`config.mk`:
```
export PLATFORM = sky130hd
export DESIGN_NAME = tire_sensor_table_with_aging
export DESIGN_NICKNAME = d
export VERILOG_FILES = /design/src/hw/rtl/tsta_pkg.sv /design/src/hw/rtl/tire_sensor_table_with_aging.sv /design/src/hw/rtl/tsta_cfg.sv /design/src/hw/rtl/tsta_ram.sv /design/src/hw/rtl/tsta_scan.sv
export VERILOG_INCLUDE_DIRS = /design/src /design/src/hw/rtl
export SDC_FILE = /design/constraint.sdc
export NUM_CORES = 2
export LEC_CHECK = 0
export BUFFER_PORTS_ARGS = -buffer_cell sky130_fd_sc_hd__buf_4
export CORE_UTILIZATION = 35
export CTS_CLUSTER_DIAMETER = 200
export DETAILED_ROUTE_END_ITERATION = 16
export HOLD_SLACK_MARGIN = 0.08
export SYNTH_ARGS = -nofsm -noshare
export SYNTH_HDL_FRONTEND = slang
export SYNTH_SLANG_ARGS = --single-unit
```
`constraint.sdc`:
```
create_clock -name i_clk -period 8.4 [get_ports i_clk]
set_clock_uncertainty 0.1 [all_clocks]
set_input_delay 1.68 -clock i_clk [delete_from_list [all_inputs] [get_ports i_clk]]
set_output_delay 1.68 -clock i_clk [all_outputs]
set_load 0.01 [all_outputs]
```
`src/hw/rtl/tire_sensor_table_with_aging_assert.svh`:
```
// Assertion macros for the tire-sensor table.
// Used by the top level; needs a clock i_clk and a reset i_rst_n in scope.
`ifndef TIRE_SENSOR_TABLE_WITH_AGING_ASSERT_SVH
`define TIRE_SENSOR_TABLE_WITH_AGING_ASSERT_SVH

// same-cycle implication, checked outside reset
`define TSTA_ASSERT_NOW(label, ante, cons) \
    label: assert property (@(posedge i_clk) disable iff (!i_rst_n) (ante) |-> (cons)) \
        else $error("tire sensor table: same-cycle check failed");

// next-cycle implication, checked outside reset
`define TSTA_ASSERT_NEXT(label, ante, cons) \
    label: assert property (@(posedge i_clk) disable iff (!i_rst_n) (ante) |=> (cons)) \
        else $error("tire sensor table: next-cycle check failed");

`endif

```
`src/hw/rtl/tsta_pkg.sv`:
```
// Shared types, codes and helpers for the tire-sensor table.
// No dependencies; imported by every module of the block except tsta_ram.
`timescale 1ns / 1ps

package tsta_pkg;

    // table geometry
    localparam int TABLE_DEPTH = 32;
    localparam int TBL_AW      = $clog2(TABLE_DEPTH);
    localparam int IDX_W       = TBL_AW + 1;
    localparam int CNT_W       = $clog2(TABLE_DEPTH + 1);

    // field widths
    localparam int ID_W    = 48;
    localparam int TIME_W  = 40;
    localparam int TMO_W   = 32;
    localparam int ENTRY_W = ID_W + TIME_W;
    localparam int CFG_IDX_W  = 3;
    localparam int CFG_DATA_W = 48;

    // constants of the decode
    localparam logic [4:0]       MIN_FRAME     = 5'd11;
    localparam logic [15:0]      ATM_DECI_PSI  = 16'd146;
    localparam logic [TMO_W-1:0] TIMEOUT_RESET = 32'd1800000;

    // configuration register indexes
    localparam logic [CFG_IDX_W-1:0] CFG_FRONT_ID    = 3'd0;
    localparam logic [CFG_IDX_W-1:0] CFG_FRONT_BOUND = 3'd1;
    localparam logic [CFG_IDX_W-1:0] CFG_REAR_ID     = 3'd2;
    localparam logic [CFG_IDX_W-1:0] CFG_REAR_BOUND  = 3'd3;
    localparam logic [CFG_IDX_W-1:0] CFG_TIMEOUT     = 3'd4;

    // request function codes
    localparam logic FUNC_ADV   = 1'b0;
    localparam logic FUNC_SWEEP = 1'b1;

    // result kind codes
    localparam logic [1:0] KIND_READING = 2'd0;
    localparam logic [1:0] KIND_SHORT   = 2'd1;
    localparam logic [1:0] KIND_SWEEP   = 2'd2;

    // position codes
    localparam logic [1:0] POS_NONE  = 2'd0;
    localparam logic [1:0] POS_FRONT = 2'd1;
    localparam logic [1:0] POS_REAR  = 2'd2;

    typedef struct packed {
        logic [ID_W-1:0]  front_id;
        logic             front_bound;
        logic [ID_W-1:0]  rear_id;
        logic             rear_bound;
        logic [TMO_W-1:0] timeout;
    } t_cfg;

    // command from the request front end to the table walker
    typedef struct packed {
        logic              start;
        logic              sweep;
        logic              walk;
        logic [ID_W-1:0]   id;
        logic [TIME_W-1:0] now;
    } t_scan_cmd;

    // table walker outcome, held until the output stage takes it
    typedef struct packed {
        logic             valid;
        logic             new_device;
        logic             table_full;
        logic [CNT_W-1:0] count;
    } t_scan_res;

    typedef enum logic [1:0] {
        S_IDLE,
        S_WALK,
        S_INSERT,
        S_DONE
    } t_scan_state;

    // stale: stamp not in the future and age strictly above the timeout
    function automatic logic f_is_stale(input logic [TIME_W-1:0] now,
                                        input logic [TIME_W-1:0] stamp,
                                        input logic [TMO_W-1:0]  tmo);
        logic [TIME_W-1:0] age;
        age = now - stamp;
        return (stamp <= now) && (age > {{(TIME_W-TMO_W){1'b0}}, tmo});
    endfunction

endpackage

```
`src/hw/rtl/tire_sensor_table_with_aging.sv`:
```
// Tire-sensor table top level: request decode, bound-position match, output register.
// A short frame goes straight to the result; a reading or a sweep first walks the table
// (a read of every slot, check of the last slot, a drain step, insert, handoff to the output).
// Throughput: one request at a time; the next is taken only once the result of the last
// has moved into the output register, so a full output register holds it off.
// Reset (synchronous, active low): table empty, count 0, seen times 0, timeout 1800000 ms.
`timescale 1ns / 1ps
`include "tire_sensor_table_with_aging_assert.svh"

module tire_sensor_table_with_aging
    import tsta_pkg::*;
(
    input  logic                  i_clk,
    input  logic                  i_rst_n,
    input  logic                  i_cfg_we,
    input  logic [CFG_IDX_W-1:0]  i_cfg_idx,
    input  logic [CFG_DATA_W-1:0] i_cfg_data,
    input  logic                  i_in_valid,
    output logic                  o_in_ready,
    input  logic                  i_func,
    input  logic [TIME_W-1:0]     i_now_ms,
    input  logic [4:0]            i_frame_length,
    input  logic [7:0]            i_sensor_state,
    input  logic [7:0]            i_voltage_raw,
    input  logic [7:0]            i_temp_raw,
    input  logic [15:0]           i_pressure_raw,
    input  logic [ID_W-1:0]       i_sensor_id,
    output logic                  o_out_valid,
    input  logic                  i_out_ready,
    output logic [1:0]            o_kind,
    output logic [1:0]            o_position,
    output logic                  o_new_device,
    output logic                  o_table_full,
    output logic signed [7:0]     o_temperature_c,
    output logic [15:0]           o_gauge_pressure,
    output logic [7:0]            o_voltage_dv,
    output logic [7:0]            o_state_out,
    output logic                  o_front_lost,
    output logic                  o_rear_lost,
    output logic [5:0]            o_device_count
);

    t_cfg      w_cfg;
    t_scan_cmd w_cmd;
    t_scan_res w_res;
    logic      w_idle;
    logic      w_accept;
    logic      w_take;
    logic      w_sweep;
    logic      w_long;
    logic      w_reading;
    logic      w_front_hit;
    logic      w_rear_hit;

    // request fields held for the result
    logic [1:0]        r_kind;
    logic [1:0]        r_pos;
    logic [7:0]        r_temp;
    logic [15:0]       r_pres;
    logic [7:0]        r_volt;
    logic [7:0]        r_st;
    logic              r_sweep;
    logic [TIME_W-1:0] r_now;
    logic [TIME_W-1:0] r_front_seen;
    logic [TIME_W-1:0] r_rear_seen;

    // output register
    logic        r_out_valid;
    logic [1:0]  r_out_kind;
    logic [1:0]  r_out_pos;
    logic        r_out_new;
    logic        r_out_full;
    logic [7:0]  r_out_temp;
    logic [15:0] r_out_pres;
    logic [7:0]  r_out_volt;
    logic [7:0]  r_out_st;
    logic        r_out_front_lost;
    logic        r_out_rear_lost;
    logic [5:0]  r_out_count;

    tsta_cfg u_cfg (
        .i_clk      (i_clk),
        .i_rst_n    (i_rst_n),
        .i_cfg_we   (i_cfg_we),
        .i_cfg_idx  (i_cfg_idx),
        .i_cfg_data (i_cfg_data),
        .o_cfg      (w_cfg)
    );

    // request decode
    assign o_in_ready  = w_idle;
    assign w_accept    = i_in_valid && o_in_ready;
    assign w_sweep     = (i_func == FUNC_SWEEP);
    assign w_long      = (i_frame_length >= MIN_FRAME);
    assign w_reading   = !w_sweep && w_long;
    assign w_front_hit = w_reading && w_cfg.front_bound && (i_sensor_id == w_cfg.front_id);
    assign w_rear_hit  = w_reading && !w_front_hit && w_cfg.rear_bound
                         && (i_sensor_id == w_cfg.rear_id);

    assign w_cmd.start = w_accept;
    assign w_cmd.sweep = w_sweep;
    assign w_cmd.walk  = w_sweep || w_long;
    assign w_cmd.id    = i_sensor_id;
    assign w_cmd.now   = i_now_ms;

    tsta_scan u_scan (
        .i_clk   (i_clk),
        .i_rst_n (i_rst_n),
        .i_cfg   (w_cfg),
        .i_cmd   (w_cmd),
        .i_take  (w_take),
        .o_idle  (w_idle),
        .o_res   (w_res)
    );

    // capture the decoded reading at accept
    always_ff @(posedge i_clk) begin
        if (w_accept) begin
            r_sweep <= w_sweep;
            r_now   <= i_now_ms;
            r_kind  <= w_sweep ? KIND_SWEEP : (w_long ? KIND_READING : KIND_SHORT);
            r_pos   <= w_front_hit ? POS_FRONT : (w_rear_hit ? POS_REAR : POS_NONE);
            r_temp  <= w_reading ? i_temp_raw : 8'd0;
            r_volt  <= w_reading ? i_voltage_raw : 8'd0;
            r_st    <= w_reading ? i_sensor_state : 8'd0;
            r_pres  <= (w_reading && (i_pressure_raw >= ATM_DECI_PSI))
                       ? (i_pressure_raw - ATM_DECI_PSI) : 16'd0;
        end
    end

    // bound-position last-seen times
    always_ff @(posedge i_clk) begin
        if (!i_rst_n) begin
            r_front_seen <= '0;
            r_rear_seen  <= '0;
        end else if (w_accept) begin
            if (w_front_hit) begin
                r_front_seen <= i_now_ms;
            end
            if (w_rear_hit) begin
                r_rear_seen <= i_now_ms;
            end
        end
    end

    // result moves from the walker into the output register when it is free
    assign w_take = w_res.valid && (!r_out_valid || i_out_ready);

    always_ff @(posedge i_clk) begin
        if (!i_rst_n) begin
            r_out_valid <= 1'b0;
        end else if (w_take) begin
            r_out_valid <= 1'b1;
        end else if (i_out_ready) begin
            r_out_valid <= 1'b0;
        end
    end

    always_ff @(posedge i_clk) begin
        if (w_take) begin
            r_out_kind       <= r_kind;
            r_out_pos        <= r_pos;
            r_out_new        <= w_res.new_device;
            r_out_full       <= w_res.table_full;
            r_out_temp       <= r_temp;
            r_out_pres       <= r_pres;
            r_out_volt       <= r_volt;
            r_out_st         <= r_st;
            r_out_front_lost <= r_sweep && w_cfg.front_bound
                                && f_is_stale(r_now, r_front_seen, w_cfg.timeout);
            r_out_rear_lost  <= r_sweep && w_cfg.rear_bound
                                && f_is_stale(r_now, r_rear_seen, w_cfg.timeout);
            r_out_count      <= 6'(w_res.count);
        end
    end

    assign o_out_valid      = r_out_valid;
    assign o_kind           = r_out_kind;
    assign o_position       = r_out_pos;
    assign o_new_device     = r_out_new;
    assign o_table_full     = r_out_full;
    assign o_temperature_c  = r_out_temp;
    assign o_gauge_pressure = r_out_pres;
    assign o_voltage_dv     = r_out_volt;
    assign o_state_out      = r_out_st;
    assign o_front_lost     = r_out_front_lost;
    assign o_rear_lost      = r_out_rear_lost;
    assign o_device_count   = r_out_count;

    // checks
    `TSTA_ASSERT_NOW(a_no_accept_with_result, w_res.valid, !o_in_ready)
    `TSTA_ASSERT_NOW(a_count_in_range, 1'b1, w_res.count <= CNT_W'(TABLE_DEPTH))
    `TSTA_ASSERT_NEXT(a_idle_after_take, w_take, o_in_ready && o_out_valid)
    `TSTA_ASSERT_NOW(a_full_is_new, o_out_valid && o_table_full, o_new_device)

endmodule

```
`src/hw/rtl/tsta_cfg.sv`:
```
// Configuration registers: bound sensor addresses and the aging timeout.
// Depends on tsta_pkg.
`timescale 1ns / 1ps

module tsta_cfg
    import tsta_pkg::*;
(
    input  logic                  i_clk,
    input  logic                  i_rst_n,
    input  logic                  i_cfg_we,
    input  logic [CFG_IDX_W-1:0]  i_cfg_idx,
    input  logic [CFG_DATA_W-1:0] i_cfg_data,
    output t_cfg                  o_cfg
);

    t_cfg r_cfg;
    t_cfg n_cfg;

    // decode the register index; unknown indexes are dropped
    always_comb begin
        n_cfg = r_cfg;
        if (i_cfg_we) begin
            case (i_cfg_idx)
                CFG_FRONT_ID:    n_cfg.front_id    = i_cfg_data[ID_W-1:0];
                CFG_FRONT_BOUND: n_cfg.front_bound = i_cfg_data[0];
                CFG_REAR_ID:     n_cfg.rear_id     = i_cfg_data[ID_W-1:0];
                CFG_REAR_BOUND:  n_cfg.rear_bound  = i_cfg_data[0];
                CFG_TIMEOUT:     n_cfg.timeout     = i_cfg_data[TMO_W-1:0];
                default:         n_cfg = r_cfg;
            endcase
        end
    end

    always_ff @(posedge i_clk) begin
        if (!i_rst_n) begin
            r_cfg.front_id    <= '0;
            r_cfg.front_bound <= 1'b0;
            r_cfg.rear_id     <= '0;
            r_cfg.rear_bound  <= 1'b0;
            r_cfg.timeout     <= TIMEOUT_RESET;
        end else begin
            r_cfg <= n_cfg;
        end
    end

    assign o_cfg = r_cfg;

endmodule

```
`src/hw/rtl/tsta_ram.sv`:
```
// Generic single-write, single-read synchronous RAM with registered read data.
// No dependencies.
`timescale 1ns / 1ps

module tsta_ram #(
    parameter int DEPTH = 32,
    parameter int WIDTH = 88
) (
    input  logic                     i_clk,
    input  logic                     i_we,
    input  logic [$clog2(DEPTH)-1:0] i_waddr,
    input  logic [WIDTH-1:0]         i_wdata,
    input  logic                     i_re,
    input  logic [$clog2(DEPTH)-1:0] i_raddr,
    output logic [WIDTH-1:0]         o_rdata
);

    logic [WIDTH-1:0] r_mem [DEPTH];
    logic [WIDTH-1:0] r_rdata;

    always_ff @(posedge i_clk) begin
        if (i_we) begin
            r_mem[i_waddr] <= i_wdata;
        end
    end

    always_ff @(posedge i_clk) begin
        if (i_re) begin
            r_rdata <= r_mem[i_raddr];
        end
    end

    assign o_rdata = r_rdata;

endmodule

```
`src/hw/rtl/tsta_scan.sv`:
```
// Table walker: looks up, inserts, refreshes and ages entries of the sensor table.
// Depends on tsta_pkg and tsta_ram; entry valid bits and the fill count live here.
`timescale 1ns / 1ps

module tsta_scan
    import tsta_pkg::*;
(
    input  logic       i_clk,
    input  logic       i_rst_n,
    input  t_cfg       i_cfg,
    input  t_scan_cmd  i_cmd,
    input  logic       i_take,
    output logic       o_idle,
    output t_scan_res  o_res
);

    t_scan_state r_state;
    t_scan_state n_state;

    logic [IDX_W-1:0]       r_rd_idx;
    logic [IDX_W-1:0]       n_rd_idx;
    logic                   r_chk_vld;
    logic                   n_chk_vld;
    logic [TBL_AW-1:0]      r_chk_idx;
    logic [TBL_AW-1:0]      n_chk_idx;
    logic                   r_sweep;
    logic                   n_sweep;
    logic [ID_W-1:0]        r_id;
    logic [ID_W-1:0]        n_id;
    logic [TIME_W-1:0]      r_now;
    logic [TIME_W-1:0]      n_now;
    logic                   r_found;
    logic                   n_found;
    logic                   r_have_free;
    logic                   n_have_free;
    logic [TBL_AW-1:0]      r_free_idx;
    logic [TBL_AW-1:0]      n_free_idx;
    logic [TABLE_DEPTH-1:0] r_valid;
    logic [TABLE_DEPTH-1:0] n_valid;
    logic [CNT_W-1:0]       r_count;
    logic [CNT_W-1:0]       n_count;
    logic                   r_new;
    logic                   n_new;
    logic                   r_full;
    logic                   n_full;

    logic                   w_ram_we;
    logic [TBL_AW-1:0]      w_ram_waddr;
    logic                   w_ram_re;
    logic [ENTRY_W-1:0]     w_ram_rdata;
    logic [ID_W-1:0]        w_rd_id;
    logic [TIME_W-1:0]      w_rd_stamp;
    logic                   w_rd_more;
    logic                   w_slot_valid;
    logic                   w_match;
    logic                   w_stale;

    // entry storage: {id, last seen}
    tsta_ram #(
        .DEPTH (TABLE_DEPTH),
        .WIDTH (ENTRY_W)
    ) u_ram (
        .i_clk   (i_clk),
        .i_we    (w_ram_we),
        .i_waddr (w_ram_waddr),
        .i_wdata ({r_id, r_now}),
        .i_re    (w_ram_re),
        .i_raddr (r_rd_idx[TBL_AW-1:0]),
        .o_rdata (w_ram_rdata)
    );

    assign w_rd_id      = w_ram_rdata[ENTRY_W-1:TIME_W];
    assign w_rd_stamp   = w_ram_rdata[TIME_W-1:0];
    assign w_rd_more    = r_rd_idx < IDX_W'(TABLE_DEPTH);
    assign w_slot_valid = r_valid[r_chk_idx];
    assign w_match      = w_slot_valid && (w_rd_id == r_id);
    assign w_stale      = f_is_stale(r_now, w_rd_stamp, i_cfg.timeout);

    // next state
    always_comb begin
        n_state = r_state;
        case (r_state)
            S_IDLE: begin
                if (i_cmd.start) begin
                    n_state = i_cmd.walk ? S_WALK : S_DONE;
                end
            end
            S_WALK: begin
                if (!w_rd_more && !r_chk_vld) begin
                    n_state = S_INSERT;
                end
            end
            S_INSERT: n_state = S_DONE;
            S_DONE: begin
                if (i_take) begin
                    n_state = S_IDLE;
                end
            end
            default: n_state = S_IDLE;
        endcase
    end

    // walk datapath: read slot i while checking slot i-1
    always_comb begin
        n_rd_idx    = r_rd_idx;
        n_chk_vld   = 1'b0;
        n_chk_idx   = r_chk_idx;
        n_sweep     = r_sweep;
        n_id        = r_id;
        n_now       = r_now;
        n_found     = r_found;
        n_have_free = r_have_free;
        n_free_idx  = r_free_idx;
        n_valid     = r_valid;
        n_count     = r_count;
        n_new       = r_new;
        n_full      = r_full;
        w_ram_we    = 1'b0;
        w_ram_waddr = r_chk_idx;
        w_ram_re    = 1'b0;
        case (r_state)
            S_IDLE: begin
                if (i_cmd.start) begin
                    n_sweep     = i_cmd.sweep;
                    n_id        = i_cmd.id;
                    n_now       = i_cmd.now;
                    n_rd_idx    = '0;
                    n_found     = 1'b0;
                    n_have_free = 1'b0;
                    n_new       = 1'b0;
                    n_full      = 1'b0;
                end
            end
            S_WALK: begin
                if (w_rd_more) begin
                    w_ram_re  = 1'b1;
                    n_rd_idx  = r_rd_idx + IDX_W'(1);
                    n_chk_vld = 1'b1;
                    n_chk_idx = r_rd_idx[TBL_AW-1:0];
                end
                if (r_chk_vld) begin
                    if (r_sweep) begin
                        // aging: evict stale entries
                        if (w_slot_valid && w_stale) begin
                            n_valid[r_chk_idx] = 1'b0;
                            n_count            = r_count - CNT_W'(1);
                        end
                    end else if (w_slot_valid) begin
                        // first match gets its time refreshed
                        if (!r_found && w_match) begin
                            w_ram_we = 1'b1;
                            n_found  = 1'b1;
                        end
                    end else if (!r_have_free) begin
                        n_have_free = 1'b1;
                        n_free_idx  = r_chk_idx;
                    end
                end
            end
            S_INSERT: begin
                if (!r_sweep && !r_found) begin
                    n_new = 1'b1;
                    if (r_have_free) begin
                        w_ram_we            = 1'b1;
                        w_ram_waddr         = r_free_idx;
                        n_valid[r_free_idx] = 1'b1;
                        n_count             = r_count + CNT_W'(1);
                    end else begin
                        n_full = 1'b1;
                    end
                end
            end
            S_DONE: begin
                n_chk_vld = 1'b0;
            end
            default: begin
                n_chk_vld = 1'b0;
            end
        endcase
    end

    // control state
    always_ff @(posedge i_clk) begin
        if (!i_rst_n) begin
            r_state   <= S_IDLE;
            r_chk_vld <= 1'b0;
            r_valid   <= '0;
            r_count   <= '0;
        end else begin
            r_state   <= n_state;
            r_chk_vld <= n_chk_vld;
            r_valid   <= n_valid;
            r_count   <= n_count;
        end
    end

    // request context and walk bookkeeping
    always_ff @(posedge i_clk) begin
        r_rd_idx    <= n_rd_idx;
        r_chk_idx   <= n_chk_idx;
        r_sweep     <= n_sweep;
        r_id        <= n_id;
        r_now       <= n_now;
        r_found     <= n_found;
        r_have_free <= n_have_free;
        r_free_idx  <= n_free_idx;
        r_new       <= n_new;
        r_full      <= n_full;
    end

    assign o_idle           = (r_state == S_IDLE);
    assign o_res.valid      = (r_state == S_DONE);
    assign o_res.new_device = r_new;
    assign o_res.table_full = r_full;
    assign o_res.count      = r_count;

endmodule

```
==> summary.md <==
| Metric | Value |
|---|---|
| Outcome | `complete, but fails checks` |
| Failing checks | `design-rule violations` |
| Post-CTS Setup Inserts | `0` |
| Crit path arrival time | `about 8 ns` |
| Crit start category | `register` |
| Clk Tree Root Cell | `clkbuf_16` |
| Hpwl dp | `246 mm` |
| H-tree levels | `5` |
| Fin crit period | `between 7 and 8 ns` |
| Post-placement cell area | `approximately 150000 µm²` |
| Antenna viol nets, final | `0` |
| Final period util | `roughly nine tenths` |
| First-pass GRT wire length | `~560 mm` |
| Worst Setup Slack, final | `slightly below 1 ns` |
| Leakage | `50.4 nW` |
| Top cell family by delay on the critical path | `simple AND/OR/NAND/NOR gates` |
| Hold_ws | `roughly 0.3 ns` |
| I/O Buffers | `about 250` |
| Proportion of layout cells with a drive suffix above 1 | `around a quarter` |
| Die Wd | `between 600 and 700 µm` |
| Clock buffer depth | `4` |
| Worst slew margin | `between 10% and 20%` |
| Peak VDD IR | `about 0.00027 V` |
| Synth Flop Type | `edfxtp_1` |
| GRT Resource Usage Total | `19.9%` |
| Gr ovfl total | `0` |
| Unrepaired setup endpoints after global routing | `false` |
| Placed cell count | `roughly 13000` |
| Number of gates resized after cts | `0` |
| # fillers | `about 34000` |
| Routed wire length | `between 300 and 400 mm` |
| Largest net degree at the start of global routing | `approximately 110` |
| TritonCTS clock tree | `built` |
| Min-delay worst type | `reg2reg` |
| Asr flop ratio synth | `0%` |
| Initial core utilization | `35.1%` |
| Layout Nets | `just over 8000` |
| Slowest-stage cell, CP | `edfxtp_1` |
| Top Ports | `around 250` |
| Average cell area after synthesis | `roughly 19 µm²` |
| Final RePlAce weighted congestion | `approximately 0.9` |
| Ordered list of cells on the worst path | `ha_1 > nor2b_1 > o31ai_1 > a31oi_1 > nor4_1 > nor2_1 > o21a_1 > a41oi_1 > xnor2_1 > ha_1 > nand4_1 > nor2_1 > nand4_1 > a21oi_1 > a2111oi_0 > a21oi_1 > a21oi_1 > nand4_1 > nor3_2 > buf_4 > nor3b_2 > a41oi_1` |
| Total clock sinks | `3363` |
| Synth Warn # | `0` |
| Crit Path Class | `reg2reg` |
| Worst slew pin tran | `1.35 ns` |
| Count of cell types in the netlist | `86` |
| Initial antenna violation count | `65` |
| Worst-path clk slew | `0.06 ns` |
| Via/cell ratio | `around 5.5` |
| Total number of vias | `roughly 73000` |
| Max-slew violations | `0` |
| CTS hold repair buffers | `0` |
| Area growth, synth to finish | `15.8%` |
| DRT iter0 DRCs | `8487` |
| Final setup violation count | `0` |
| Seq cells post-synth | `~3400` |
| Register area share after synthesis | `roughly 72%` |
| Post-place setup slack | `~1.1 ns` |
| Power Density | `~310 nW/µm²` |
| Mapped Cells | `roughly 7200` |
| Most common cell after layout, fill and taps aside | `edfxtp_1` |
| Initial DRT Pass Iterations | `12` |
| Post-synth EDFFs | `between 3000 and 4000` |
| Post-route DRC | `18` |
| CP Buf/Inv Count | `1` |
| CTS buffer count | `around 340` |
| Syn nets | `7597` |
| Vias in the first global route | `roughly 73000` |
| Final Cell Area | `~160000 µm²` |
| Final hold violation count | `0` |
| Worst path required time | `9.02 ns` |
| Critical Path Sink Type | `register` |
| Post-synthesis instance area | `around 140000 µm²` |
| Clk Latency, worst-skew pair | `just under 1 ns` |
| Fmax | `between 100 and 150 MHz` |
| Crit-path max cell delay | `1.16 ns` |
| Drt wl/cell | `between 30 and 40 µm` |
| Commonest cells after routing, fill and taps aside | `edfxtp_1, mux4_2, buf_4, nand2_1, clkbuf_16` |
| Max Cap Viol | `0` |
| Setup TNS | `0 ns` |
| # rows | `229` |
| Finished Layout Cells | `between 10000 and 15000` |
| Die area | `a little under 400000 µm²` |
| CP Max Fanout | `35` |
| Core Box Area | `between 300000 and 400000 µm²` |
| Die height | `~630 µm` |
## worst paths after layout
check / depth (start not counted) / to / from / slack [ns]
max: 22 / u_scan.r_valid[15]$_SDFFE_PN0P_ / r_now[2]$_DFFE_PP_ / 0.99
min: 0 / o_gauge_pressure[10]$_DFFE_PP_ / r_pres[10]$_SDFFCE_PN0P_ / 0.30
max reg2reg: 22 / u_scan.r_valid[15]$_SDFFE_PN0P_ / r_now[2]$_DFFE_PP_ / 0.99
min reg2reg: 0 / o_gauge_pressure[10]$_DFFE_PP_ / r_pres[10]$_SDFFCE_PN0P_ / 0.30
## power by group
| part | total [mW] | leakage (nW) | internal [mW] | switching [mW] |
|---|---|---|---|---|
| Combinational | 13.5 | 14.9 | 6.13 | 7.42 |
| Clock | 15.3 | 5.42 | 8.71 | 6.59 |
| Sequential | 20.4 | 30.1 | 19.8 | 0.636 |
| Total | 49.3 | 50.4 | 34.6 | 14.6 |
## cell usage after synthesis (18+ instances only)
master	count	share of area [%]
a31oi_1	32	0.15
nand2_1	385	1.1
nor4_1	33	0.15
mux4_2	888	15
mux2_2	90	0.74
nand4_1	66	0.30
inv_1	200	0.55
edfxtp_1	3111	68
nor2b_1	32	0.15
o21ai_0	109	0.40
o211ai_1	20	0.11
buf_1	47	0.13
dfxtp_1	252	3.7
o31ai_1	21	0.12
nand3_1	59	0.22
nor3_1	38	0.14
and2_1	46	0.21
and3_1	18	0.082
xnor2_1	138	0.88
nor2_1	267	0.73
a21oi_1	298	1.1
ha_1	226	2.1
clkbuf_1	274	0.75
xor2_1	103	0.66
mux2i_1	95	0.70
a21o_1	96	0.53
o21a_1	18	0.099
## kinds of logic after synthesis
kind of cell,after synthesis,synth area share [%]
muxes,1073,16.1
adders and majority gates,230,2.13
AOI/OAI and AO/OA,719,3.26
xor gates and xnor gates,241,1.54
DFF,3363,72.1
buffers and inverters,529,1.47
and+or+nand+nor,1022,3.47
## sequential cells by signal, indices dropped and copies added, names as in the netlist, 8 cells and up
signal / count
o_voltage_dv: 8
r_now: 40
u_scan.r_valid: 32
r_front_seen: 40
o_temperature_c: 8
u_cfg.o_cfg: 130
r_st: 8
u_scan.r_id: 48
u_scan.u_ram.o_rdata: 88
r_pres: 16
r_temp: 8
o_state_out: 8
r_volt: 8
o_gauge_pressure: 16
u_scan.u_ram.r_mem: 2816
r_rear_seen: 40
## cell type report
class / count / area (µm²) / area share [%]
clock buffers: 425 / 9050 / 5.72
diodes: 26 / 65.1 / 0.0411
repair buffers: 482 / 4710 / 2.98
well taps: 5197 / 6500 / 4.11
multi-input cells: 3285 / 36500 / 23.1
clock inverters: 207 / 2140 / 1.36
inverters: 202 / 766 / 0.484
flip-flops and latches: 3363 / 98500 / 62.2
## metal layers
layer / GRT usage (%) / vias to the layer above / wire, µm
met2: 32.6 / 3267 / 193000
met4: 6.99 / 0 / 13800
li1: - / 30100 / -
met5: 0 / - / 0
met1: 27.1 / 38900 / 162000
met3: 2.97 / 576 / 28300
## per-stage QoR
stage	util [%]	total power [mW]
after global placement	37.8	34.3
final	40.7	49.3
after global routing	40.7	51.1
after detailed placement	37.8	34.4
after floorplan	-	29.9
after CTS	40.7	49.6
No activity file was read; power rests on OpenSTA's default activity.
